**config.mk**
```make
export PLATFORM = sky130hd
export DESIGN_NAME = sds_data_packet_receiver
export DESIGN_NICKNAME = d
export VERILOG_FILES = /design/src/rtl/sdsrx_pkg.sv /design/src/rtl/sdsrx_dp.sv /design/src/rtl/sdsrx_ctrl.sv /design/src/rtl/sds_data_packet_receiver.sv
export SDC_FILE = /design/constraint.sdc
export NUM_CORES = 1
export LEC_CHECK = 0
export CELL_PAD_IN_SITES_DETAIL_PLACEMENT = 1
export CELL_PAD_IN_SITES_GLOBAL_PLACEMENT = 1
export CORE_AREA = 4 4 333 335
export CTS_BUF_LIST = sky130_fd_sc_hd__clkbuf_8 sky130_fd_sc_hd__clkbuf_16
export CTS_CLUSTER_SIZE = 20
export DETAILED_ROUTE_END_ITERATION = 6
export DIE_AREA = 0 0 337 339
export DONT_BUFFER_PORTS = 1
export HOLD_SLACK_MARGIN = 0.05
export PLACE_DENSITY = 0.64
export SETUP_SLACK_MARGIN = 0.2
export SLEW_MARGIN = 30
export SYNTH_ARGS = -nofsm -noshare
export SYNTH_HDL_FRONTEND = slang
export SYNTH_SLANG_ARGS = --single-unit
```
**constraint.sdc**
```tcl
create_clock -name clk -period 6.6 [get_ports clk]
set_input_delay 0.33 -clock clk [delete_from_list [all_inputs] [get_ports clk]]
set_output_delay 0.33 -clock clk [all_outputs]
set_load 0.01 [all_outputs]
```
**src/rtl/sdsrx_pkg.sv**
```systemverilog
`timescale 1ns / 1ps

package sdsrx_pkg;

	// Input transaction: one message byte or a start-of-dump command
	typedef struct packed {
		logic       cmd;
		logic [7:0] rx_byte;
		logic       msg_end;
	} in_item_t;

	// Output transaction: a decoded sample or a packet status
	typedef struct packed {
		logic               kind;
		logic signed [15:0] sample_value;
		logic [2:0]         status;
		logic               last;
	} out_item_t;

	// Commands from the controller to the datapath, at most one per cycle
	typedef struct packed {
		logic take_byte;
		logic start_dump;
		logic latch_status;
		logic rd_en;
		logic load_sample;
		logic load_status;
	} dp_cmd_t;

	// Status from the datapath to the controller
	typedef struct packed {
		logic drain;
		logic rd_last;
	} dp_sts_t;

	localparam logic CMD_BYTE  = 1'b0;
	localparam logic CMD_START = 1'b1;

	localparam logic KIND_SAMPLE = 1'b0;
	localparam logic KIND_STATUS = 1'b1;

	localparam logic [2:0] ST_OK     = 3'd0;
	localparam logic [2:0] ST_SHORT  = 3'd1;
	localparam logic [2:0] ST_LONG   = 3'd2;
	localparam logic [2:0] ST_CKSUM  = 3'd3;
	localparam logic [2:0] ST_PKTNUM = 3'd4;

	localparam logic [4:0]  SAMPLE_BITS_RST = 5'd16;
	localparam logic [4:0]  SAMPLE_BITS_3G  = 5'd15;
	localparam logic [4:0]  SPAN_2G         = 5'd14;
	localparam logic [4:0]  SPAN_3G         = 5'd21;
	localparam logic [15:0] SAMPLE_OFFSET   = 16'h8000;
	localparam logic [7:0]  PKTNUM_POS      = 8'd4;
	localparam logic [7:0]  PAYLOAD_START   = 8'd5;
	localparam logic [7:0]  POS_MAX         = 8'd255;

endpackage

```
**src/rtl/sdsrx_dp.sv**
```systemverilog
`timescale 1ns / 1ps

module sdsrx_dp import sdsrx_pkg::*; #(
	parameter int PAYLOAD_BYTES = 120,
	parameter int PACKET_BYTES  = 127
) (
	input  logic      clk,
	input  logic      arst_n,
	input  logic      cfg_we,
	input  logic [4:0] cfg_wdata,
	input  in_item_t  in_data,
	input  dp_cmd_t   cmd,
	output dp_sts_t   sts,
	output out_item_t out_data
);

	localparam int BUF_DEPTH = PAYLOAD_BYTES / 2;
	localparam int IDX_W     = $clog2(BUF_DEPTH);
	localparam int CNT_W     = $clog2(BUF_DEPTH + 1);
	localparam logic [7:0] CKSUM_POS   = 8'(PACKET_BYTES - 2);
	localparam logic [7:0] PACKET_LEN  = 8'(PACKET_BYTES);
	localparam logic [7:0] PAYLOAD_END = 8'(5 + PAYLOAD_BYTES);

	logic [4:0]       sample_bits_q;
	logic [7:0]       byte_pos_q;
	logic [6:0]       cksum_q;
	logic             cksum_ok_q;
	logic [7:0]       pkt_num_q;
	logic [6:0]       exp_num_q;
	logic [20:0]      acc_q;
	logic [1:0]       grp_q;
	logic [CNT_W-1:0] buf_cnt_q;
	logic [IDX_W-1:0] rd_idx_q;
	logic [2:0]       status_q;
	logic [15:0]      rd_data_q;
	out_item_t        out_q;
	logic [15:0]      mem [BUF_DEPTH];

	logic [7:0]  b;
	logic        is_payload;
	logic        groups3;
	logic [20:0] acc_next;
	logic [1:0]  grp_next;
	logic        word_done;
	logic [4:0]  span;
	logic [4:0]  shift;
	logic [20:0] shifted;
	logic [15:0] sample;
	logic        buf_room;
	logic [2:0]  judge;

	assign b          = in_data.rx_byte;
	assign is_payload = (byte_pos_q >= PAYLOAD_START) && (byte_pos_q < PAYLOAD_END) &&
	                    (byte_pos_q < CKSUM_POS);
	assign groups3    = (sample_bits_q >= SAMPLE_BITS_3G);
	assign acc_next   = {acc_q[13:0], b[6:0]};
	assign grp_next   = grp_q + 2'd1;
	assign word_done  = groups3 ? (grp_next == 2'd3) : (grp_next >= 2'd2);
	assign span       = groups3 ? SPAN_3G : SPAN_2G;
	assign shift      = (span > sample_bits_q) ? (span - sample_bits_q) : 5'd0;
	assign shifted    = acc_next >> shift;
	assign sample     = shifted[15:0] - SAMPLE_OFFSET;
	assign buf_room   = (buf_cnt_q < CNT_W'(BUF_DEPTH));

	always_comb begin
		if (byte_pos_q < PACKET_LEN) begin
			judge = ST_SHORT;
		end else if (byte_pos_q > PACKET_LEN) begin
			judge = ST_LONG;
		end else if (!cksum_ok_q) begin
			judge = ST_CKSUM;
		end else if (pkt_num_q != {1'b0, exp_num_q}) begin
			judge = ST_PKTNUM;
		end else begin
			judge = ST_OK;
		end
	end

	assign sts.drain   = (judge == ST_OK) && (buf_cnt_q != '0);
	assign sts.rd_last = ((CNT_W'(rd_idx_q) + CNT_W'(1)) == buf_cnt_q);

	always_ff @(posedge clk or negedge arst_n) begin
		if (!arst_n) begin
			sample_bits_q <= SAMPLE_BITS_RST;
		end else if (cfg_we) begin
			sample_bits_q <= cfg_wdata;
		end
	end

	always_ff @(posedge clk or negedge arst_n) begin
		if (!arst_n) begin
			byte_pos_q <= '0;
			cksum_q    <= '0;
			cksum_ok_q <= 1'b0;
			pkt_num_q  <= '0;
			acc_q      <= '0;
			grp_q      <= '0;
			buf_cnt_q  <= '0;
			exp_num_q  <= '0;
			rd_idx_q   <= '0;
			status_q   <= ST_OK;
		end else begin
			if (cmd.start_dump || cmd.load_status) begin
				byte_pos_q <= '0;
				cksum_q    <= '0;
				cksum_ok_q <= 1'b0;
				pkt_num_q  <= '0;
				acc_q      <= '0;
				grp_q      <= '0;
				buf_cnt_q  <= '0;
			end else if (cmd.take_byte) begin
				if (byte_pos_q == CKSUM_POS) begin
					cksum_ok_q <= (b == {1'b0, cksum_q});
				end
				if ((byte_pos_q >= 8'd1) && (byte_pos_q < CKSUM_POS)) begin
					cksum_q <= cksum_q ^ b[6:0];
				end
				if (byte_pos_q == PKTNUM_POS) begin
					pkt_num_q <= b;
				end
				if (is_payload) begin
					if (word_done) begin
						acc_q <= '0;
						grp_q <= '0;
						if (buf_room) begin
							buf_cnt_q <= buf_cnt_q + CNT_W'(1);
						end
					end else begin
						acc_q <= acc_next;
						grp_q <= grp_next;
					end
				end
				if (byte_pos_q != POS_MAX) begin
					byte_pos_q <= byte_pos_q + 8'd1;
				end
			end

			if (cmd.start_dump) begin
				exp_num_q <= '0;
			end else if (cmd.load_status && (status_q == ST_OK)) begin
				exp_num_q <= exp_num_q + 7'd1;
			end

			if (cmd.latch_status) begin
				status_q <= judge;
				rd_idx_q <= '0;
			end else if (cmd.load_sample) begin
				rd_idx_q <= rd_idx_q + IDX_W'(1);
			end
		end
	end

	// sample buffer: one write port on the byte side, one registered read port
	always_ff @(posedge clk) begin
		if (cmd.take_byte && is_payload && word_done && buf_room) begin
			mem[buf_cnt_q[IDX_W-1:0]] <= sample;
		end
		if (cmd.rd_en) begin
			rd_data_q <= mem[rd_idx_q];
		end
	end

	always_ff @(posedge clk) begin
		if (cmd.load_sample) begin
			out_q.kind         <= KIND_SAMPLE;
			out_q.sample_value <= rd_data_q;
			out_q.status       <= ST_OK;
			out_q.last         <= 1'b0;
		end else if (cmd.load_status) begin
			out_q.kind         <= KIND_STATUS;
			out_q.sample_value <= '0;
			out_q.status       <= status_q;
			out_q.last         <= 1'b1;
		end
	end

	assign out_data = out_q;

endmodule

```
**src/rtl/sdsrx_ctrl.sv**
```systemverilog
`timescale 1ns / 1ps

module sdsrx_ctrl import sdsrx_pkg::*; (
	input  logic    clk,
	input  logic    arst_n,
	input  logic    in_valid,
	output logic    in_ready,
	input  logic    in_cmd,
	input  logic    in_msg_end,
	output logic    out_valid,
	input  logic    out_ready,
	input  dp_sts_t sts,
	output dp_cmd_t cmd
);

	localparam logic [2:0] S_IDLE  = 3'd0;
	localparam logic [2:0] S_JUDGE = 3'd1;
	localparam logic [2:0] S_RD    = 3'd2;
	localparam logic [2:0] S_SMP   = 3'd3;
	localparam logic [2:0] S_STAT  = 3'd4;

	logic [2:0] state_q;
	logic [2:0] state_d;
	logic       out_valid_q;
	logic       slot_free;

	assign slot_free = !out_valid_q || out_ready;
	assign in_ready  = (state_q == S_IDLE);
	assign out_valid = out_valid_q;

	always_comb begin
		state_d = state_q;
		cmd     = '0;
		unique case (state_q)
			S_IDLE: begin
				if (in_valid) begin
					if (in_cmd == CMD_START) begin
						cmd.start_dump = 1'b1;
					end else begin
						cmd.take_byte = 1'b1;
						if (in_msg_end) begin
							state_d = S_JUDGE;
						end
					end
				end
			end
			S_JUDGE: begin
				cmd.latch_status = 1'b1;
				state_d = sts.drain ? S_RD : S_STAT;
			end
			S_RD: begin
				cmd.rd_en = 1'b1;
				state_d   = S_SMP;
			end
			S_SMP: begin
				if (slot_free) begin
					cmd.load_sample = 1'b1;
					state_d = sts.rd_last ? S_STAT : S_RD;
				end
			end
			S_STAT: begin
				if (slot_free) begin
					cmd.load_status = 1'b1;
					state_d = S_IDLE;
				end
			end
			default: begin
				state_d = S_IDLE;
			end
		endcase
	end

	always_ff @(posedge clk or negedge arst_n) begin
		if (!arst_n) begin
			state_q     <= S_IDLE;
			out_valid_q <= 1'b0;
		end else begin
			state_q <= state_d;
			if (cmd.load_sample || cmd.load_status) begin
				out_valid_q <= 1'b1;
			end else if (out_ready) begin
				out_valid_q <= 1'b0;
			end
		end
	end

endmodule

```
**src/rtl/sds_data_packet_receiver.sv**
```systemverilog
`timescale 1ns / 1ps

// Channel   Handshake              Payload      Transaction
// cfg       cfg_we                 cfg_wdata    sample_bits write, no wait
// in        in_valid / in_ready    in_data      one message byte or start command
// out       out_valid / out_ready  out_data     one sample or one packet status
//
// A byte that is not a message's final byte is accepted while idle; a start
// command too. A final byte is judged; for a good packet each buffered sample
// is then read from the buffer and loaded into the output register, and the
// status is loaded last. A failed packet goes from judging straight to its
// status, and out_ready can hold off each load. The drain does not overlap a
// buffer read with the previous output load.
// Reset (arst_n low) clears the controller, message state and expected number.
// in_ready is low from a final byte until its status is loaded into the output
// register; the next byte is taken while that status still waits for out_ready.

module sds_data_packet_receiver import sdsrx_pkg::*; #(
	parameter int PAYLOAD_BYTES = 120,
	parameter int PACKET_BYTES  = 127
) (
	input  logic       clk,
	input  logic       arst_n,
	input  logic       cfg_we,
	input  logic [4:0] cfg_wdata,
	input  logic       in_valid,
	output logic       in_ready,
	input  in_item_t   in_data,
	output logic       out_valid,
	input  logic       out_ready,
	output out_item_t  out_data
);

	dp_cmd_t dp_cmd;
	dp_sts_t dp_sts;

	// Controller: sequences byte intake, judging, buffer drain and status
	sdsrx_ctrl u_ctrl (
		.clk        (clk),
		.arst_n     (arst_n),
		.in_valid   (in_valid),
		.in_ready   (in_ready),
		.in_cmd     (in_data.cmd),
		.in_msg_end (in_data.msg_end),
		.out_valid  (out_valid),
		.out_ready  (out_ready),
		.sts        (dp_sts),
		.cmd        (dp_cmd)
	);

	// Datapath: position, checksum, word unpacking, sample buffer, output register
	sdsrx_dp #(
		.PAYLOAD_BYTES (PAYLOAD_BYTES),
		.PACKET_BYTES  (PACKET_BYTES)
	) u_dp (
		.clk       (clk),
		.arst_n    (arst_n),
		.cfg_we    (cfg_we),
		.cfg_wdata (cfg_wdata),
		.in_data   (in_data),
		.cmd       (dp_cmd),
		.sts       (dp_sts),
		.out_data  (out_data)
	);

`ifndef NO_ASSERTIONS
	// never issue two datapath commands in one cycle
	a_cmd_onehot: assert property (@(posedge clk) disable iff (!arst_n)
		$onehot0(dp_cmd))
		else $error("more than one datapath command");

	// load the output register only when it is empty or being drained
	a_load_free: assert property (@(posedge clk) disable iff (!arst_n)
		(dp_cmd.load_sample || dp_cmd.load_status) |-> (!out_valid || out_ready))
		else $error("output register overwritten");

	// a status transaction closes the item and a sample never does
	a_last_kind: assert property (@(posedge clk) disable iff (!arst_n)
		out_valid |-> (out_data.last == (out_data.kind == KIND_STATUS)))
		else $error("last flag does not match result kind");
`endif

endmodule

```
### Word-level counts from Yosys, hierarchy flattened

Memories as Yosys holds them, arrays and structs flattened. A register that Yosys moved wholly into a read port is not among the register bits.
Index checks and enable logic that the tools add are counted.

| word-level totals | value |
|---|---|
| register bits | 91 |
| bits in writable memories | 960 |
| input port bits | 20 |
| output and inout port bits | 23 |
| word-level logic and storage cells | 145 |
| memories | 1 |

Memories:

| memory | depth | width | read ports | clocked after Yosys merged registers in | wr ports | RTL line | text |
|---|---|---|---|---|---|---|---|
| u_dp.mem | 60 | 16 | 1 | 1 | 1 | sdsrx_dp.sv:37 | `logic [15:0] mem [BUF_DEPTH];` |

| operators by class | value |
|---|---|
| add/sub/neg operators | 7 |
| $lt $le $gt $ge | 9 |
| eq/ne operators | 16 |
| shift operators | 1 |
| multiplexer cells | 59 |
| bitwise operators | 1 |
| reductions and logical operators | 35 |

Operators with widths:

| operator | count |
|---|---|
| two-way mux 14 bit | 4 |
| two-way mux 8 bit | 6 |
| two-way mux 6 bit | 7 |
| two-way mux 20 bit | 2 |
| two-way mux 7 bit | 5 |
| two-way mux 3 bit | 11 |
| nonzero test 2 bit | 12 |
| >> shifter 21 x 5 -> 16 bit | 1 |
| < comparator 8 x 7 -> 1 bit (second input constant) | 2 |
| subtractor 16 bit (second input constant) | 1 |
| two-way mux 1 bit | 15 |
| one-hot mux 3 bit (5 select lines) | 1 |
| adder 6 x 1 -> 6 bit (second input constant) | 2 |
| two-way mux 2 bit | 6 |
| two-way mux 5 bit | 2 |
| AND reduction 2 bit | 5 |
| zero test 3 bit | 3 |
| adder 8 x 1 -> 8 bit (second input constant) | 1 |
| == test 8 x 3 -> 1 bit (second input constant) | 1 |
| == test 8 x 7 -> 1 bit | 1 |
| == test 8 x 7 -> 1 bit (second input constant) | 1 |
| greater-or-equal comparator 8 x 1 -> 1 bit (second input constant) | 1 |
| greater-or-equal comparator 8 x 3 -> 1 bit (second input constant) | 1 |
| > comparator 8 x 7 -> 1 bit (second input constant) | 1 |
| other kinds (23) | 36 |

### Longest topological paths before layout

| logic depth | value |
|---|---|
| depth after elaboration | 9 |
| gate-level depth with buffers | 12 |
| depth with buffers taken out | 10 |

### Cells and area by module

A second synthesis with hierarchy kept.

| second synthesis, totals | value |
|---|---|
| cell total of the unflattened synthesis | 2,109 |
| area total of the unflattened synthesis | 42,781.0 µm² |

Modules (own cells, without submodules):

| module | times used | cells each | area an instance (µm²) | seq. area each (µm²) |
|---|---|---|---|---|
| sdsrx_dp | 1 | 2,081 | 42,507.0 | 31,546.5 |
| sdsrx_ctrl | 1 | 28 | 274.0 | 100.1 |

### Least setup slack after synthesis

Ideal clock, no wire load.

| timing path | value |
|---|---|
| kind | register to register |
| from | register u_dp.sample_bits_q[0] |
| to | memory u_dp.mem[0][8] (data pin) |
| setup time | 0.531 ns |
| arrival | 4.206 ns |
| data required time | 6.069 ns |
| setup slack | 1.863 ns |
| stages on the path, launching flop included | 11 |
| path buffers | 0 |
| clock period less this slack | 4.737 ns |
| path through | dfrtp_1 a41oi_4 ha_1 inv_1 fa_1 inv_2 o21ai_1 o21ai_1 a221oi_1 mux2i_1 o22ai_1 |

| on the way | value |
|---|---|
| word-level cells in the longest chain between the ends | 6 |
| elaborated cells on any way between the ends | 7 |
| those cells by class | add/sub: 2; order compare: 2; shift: 1; mux: 2 |

Ends and longest elaborated chain:

| item | RTL line | text |
|---|---|---|
| start: declaration | sdsrx_dp.sv:24 | `logic [4:0] sample_bits_q;` |
| start signal: assignment | sdsrx_dp.sv:86 | `sample_bits_q <= cfg_wdata;` |
| greater-or-equal comparator 5 x 4 -> 1 bit | sdsrx_dp.sv:55 | `assign groups3 = (sample_bits_q >= SAMPLE_BITS_3G);` |
| two-way mux 5 bit | sdsrx_dp.sv:59 | `assign span = groups3 ? SPAN_3G : SPAN_2G;` |
| subtractor 5 bit / > comparator 5 bit (equally long branches) | sdsrx_dp.sv:60 | `assign shift = (span > sample_bits_q) ? (span - sample_bits_q) : 5'd0;` |
| two-way mux 5 bit * | sdsrx_dp.sv:60 |  |
| >> shifter 21 x 5 -> 16 bit * | sdsrx_dp.sv:61 | `assign shifted = acc_next >> shift;` |
| subtractor 16 bit * | sdsrx_dp.sv:62 | `assign sample = shifted[15:0] - SAMPLE_OFFSET;` |
| net u_dp.sample[8] | sdsrx_dp.sv:48 | `logic [15:0] sample;` |
| end: declaration | sdsrx_dp.sv:37 |  |

The timed path passes the listed nets; every way through them passes the cells marked *.

### Worst setup path in the final report

| timing path | value |
|---|---|
| from | register u_dp.sample_bits_q[0] |
| to | memory u_dp.mem[10][10] (data pin) |

The elaborated chain is that of the path after synthesis.

==> flow_summary.toml <==
[pwr]
power_density_mw_per_mm2 = 322
total_power_mw = 15.7
p_leak_nw = 15.2
ir_drop_v = 0.000209

[synth]
synth_area_leaders = "edfxtp_1, mux4_2, dfrtp_1"
ys_warn_count = 0
ys_ff_latch = 1067
synth_edf_count = 992
synth_ff_type = "edfxtp_1"
syn_area_mm2 = 0.0430
yosysTopAreaCell = "edfxtp_1"
synth_top_area_share_pct = 69.3
synth-async-reset-ratio_pct = 6.65
synth_area_per_cell_um2 = 20.1
seq_area_frac_synth_pct = 73.6
synth.distinct_cells = 87
syn_inst = 2143
synth_nets = 2178

[worst_hold_path]
hold_depth = 4
hold_class = "input pin to register"

[outcome]
status = "completed"

[grt]
grt_overflow = 0
grt_first_pass_wirelength_um = 170000
grt_pass1_vias = 23100
grt.total_usage_pct = 20.8
antenna_found_initial = 2
grt_max_degree = 72

[critical_path]
cp_max_fo = 32
path_class = "register to register"
r2r_cells = 11
required_ps = 7050
endpoint_kind = "register"
critPathLaunchType = "register"
cp.arrival_ps = 4890

[sta]
slew_viol_final = 0
fin_ws_ps = 2170
min_period_ps = 4430
holdWs_ps = 107
hold_viol = 0
relSlewSlack_pct = 35.4
finalSetupTns_ps = 0
worst_pin_slew_ps = 970
finClkSkew_ps = 46.0
fmax_mhz = 226
grt_setup_unrepaired = "false"
finalCritPeriodShare_pct = 67.1
finalSetupViolCount = 0

[detailed_routing]
drt-total-wl_um = 118000
drtIter0Drc = 2316
routed-via-count = 22200
drcViolationCount = 0
drtAntennaViolNets = 0
wire_per_inst_um = 31.4
vias_per_cell = 5.89
drt_pre_antenna_iters = 5

[place]
place_congestion = 0.802
hpwl_um = 69100
numPortBuffers = 0
dp_slack_ps = 2110

[floorplan]
die_y_um = 339
rows = 121
start_util_pct = 39.8
io_pins = 43
dieArea_mm2 = 0.114
coreArea_mm2 = 0.108
die_w_um = 337

[cells_and_area]
nNetsFinal = 2296
drive_gt1_share_pct = 26.0
area_growth_pct = 13.7
utilization_pct = 45.2

[clock_network]
clock_latency_ps = 680
htree_levels = 3
numCtsBuffers = 107
root_buffer = "clkbuf_16"
cts.sinks = 1067
cts_tree = "built"
cts_buffer_depth = 3
clk_pin_slew_ps = 60

[job]
cap_viol_max_count = 0
==> path summary, 6_finish.rpt <==
path	slack (ps)	from	to
worst max-delay path	2170	u_dp.sample_bits_q[0]	u_dp.mem[10][10]
worst min-delay path	110	in_valid	u_dp.pkt_num_q[6]
worst max register to register	2170	u_dp.sample_bits_q[0]	u_dp.mem[10][10]
worst min register to register	510	u_dp.pkt_num_q[3]	u_dp.pkt_num_q[3]
max in group asynchronous	5960	arst_n	u_dp.rd_idx_q[0]
min in group asynchronous	300	arst_n	u_dp.byte_pos_q[7]
==> power by group <==
| group | internal [mW] | switching [mW] |
|---|---|---|
| clock network | 3.26 | 2.55 |
| registers | 8.26 | 0.0757 |
| logic | 0.334 | 1.26 |
==> synth_stat cells, types with 4 or more instances <==
master      n
o22ai_1    12
a22o_1     19
buf_2      33
buf_4      11
dfxtp_1     4
mux2_2     10
nand3b_1    4
o221a_2     5
o21ai_1    19
a22oi_1    13
buf_1      16
and4_1      4
clkbuf_1   46
buf_6      10
mux2i_1    33
inv_1      24
a211oi_1    9
nand2b_1    9
o21ai_0    32
o31ai_1     6
o221ai_1    4
mux4_2    288
nand4_1    14
nand3_1    23
nor2b_1     7
a221oi_1    4
a21oi_1    38
dfrtp_1    70
nor2_1    110
and2_1     24
nand2_1    83
and3_1      7
o211ai_1   33
ha_1       14
edfxtp_1  992
xor2_1     24
xnor2_1    15
==> kinds of logic after synthesis <==
logic type	Yosys count	share of synthesized area, %
flip-flops	1067	73.6
multiplexers	331	16.1
AND/OR/NAND/NOR	319	3.63
AO/OA/AOI/OAI	230	3.82
buffers and inverters	142	1.61
XOR/XNOR	39	0.794
adder cells (fa/ha/maj)	15	0.454
==> per-layer routing <==
metal | global-route usage, % | part of all wire, % | wire length (µm)
met3 | 4.52 | 7.5 | 8890
met5 | 0 | 0 | 0
met2 | 33.0 | 48 | 56600
met4 | 6.38 | 2.9 | 3400
met1 | 29.0 | 42 | 49300
==> layout by cell type (no fill, tap or decap), types with 8 or more instances in the layout <==
master and instances:
a211oi_1 9, a21oi_1 37, a22o_1 18, a22oi_1 13, and2_1 24, buf_4 96
bufinv_16 8, clkbuf_16 107, clkinv_1 34, clkinv_2 22, dfrtp_1 66, dlygate4sd3_1 19
edfxtp_1 992, ha_1 14, inv_1 40, mux2_2 10, mux2i_1 33, mux4_2 288
nand2_1 81, nand2b_1 9, nand3_1 23, nand4_1 14, nor2_1 103, o211ai_1 33
o21ai_0 31, o21ai_1 16, o22ai_1 8, xnor2_1 15, xor2_1 24
==> flip-flops by register name, indices dropped and copies added, names as in the netlist, 2 cells and up <==
register / flops
u_dp.mem: 960
u_dp.acc_q: 14
u_dp.out_data: 20
u_dp.grp_q: 2
u_dp.rd_data_q: 16
u_dp.pkt_num_q: 8
u_dp.sample_bits_q: 5
u_dp.buf_cnt_q: 6
u_dp.rd_idx_q: 6
u_dp.status_q: 3
u_dp.byte_pos_q: 8
u_ctrl.state_q: 3
u_dp.cksum_q: 7
u_dp.exp_num_q: 7
==> timing repair <==
action,CTS,global route
hold buffers,20,0
resized for setup,0,0
endpoints found under the hold margin,104,0
endpoints found under the setup margin,0,0
buffers inserted,0,0
==> stage by stage <==
stage	area [µm²]	cells
after detailed placement	45300	3544
final	48900	3763
after floorplan	43000	2143
after global routing	48900	3762
after global placement	45200	3541
after CTS	48800	3760
==> critical path, cell delays in order (launching register included) <==
cell and delay [ps]:
dfrtp_1 430, a41oi_4 350, ha_1 240, inv_1 60, fa_1 420, nand2b_1 190, a211oi_1 450, o211ai_1 260
nor2_1 390, nand2_1 220, o22ai_4 710, buf_4 460
==> cell type report <==
cell class                 count  area [µm²]
fill                       10000       59200
sequential                  1067       31700
multi-input combinational    934       10900
clock buffer                 107        2680
tap                         1414        1770
timing repair buffer         125        1150
clock inverter                89         688
inverter                      26        97.6
antenna                        1        2.50
Note: power is estimated with default switching activity, not from simulation.
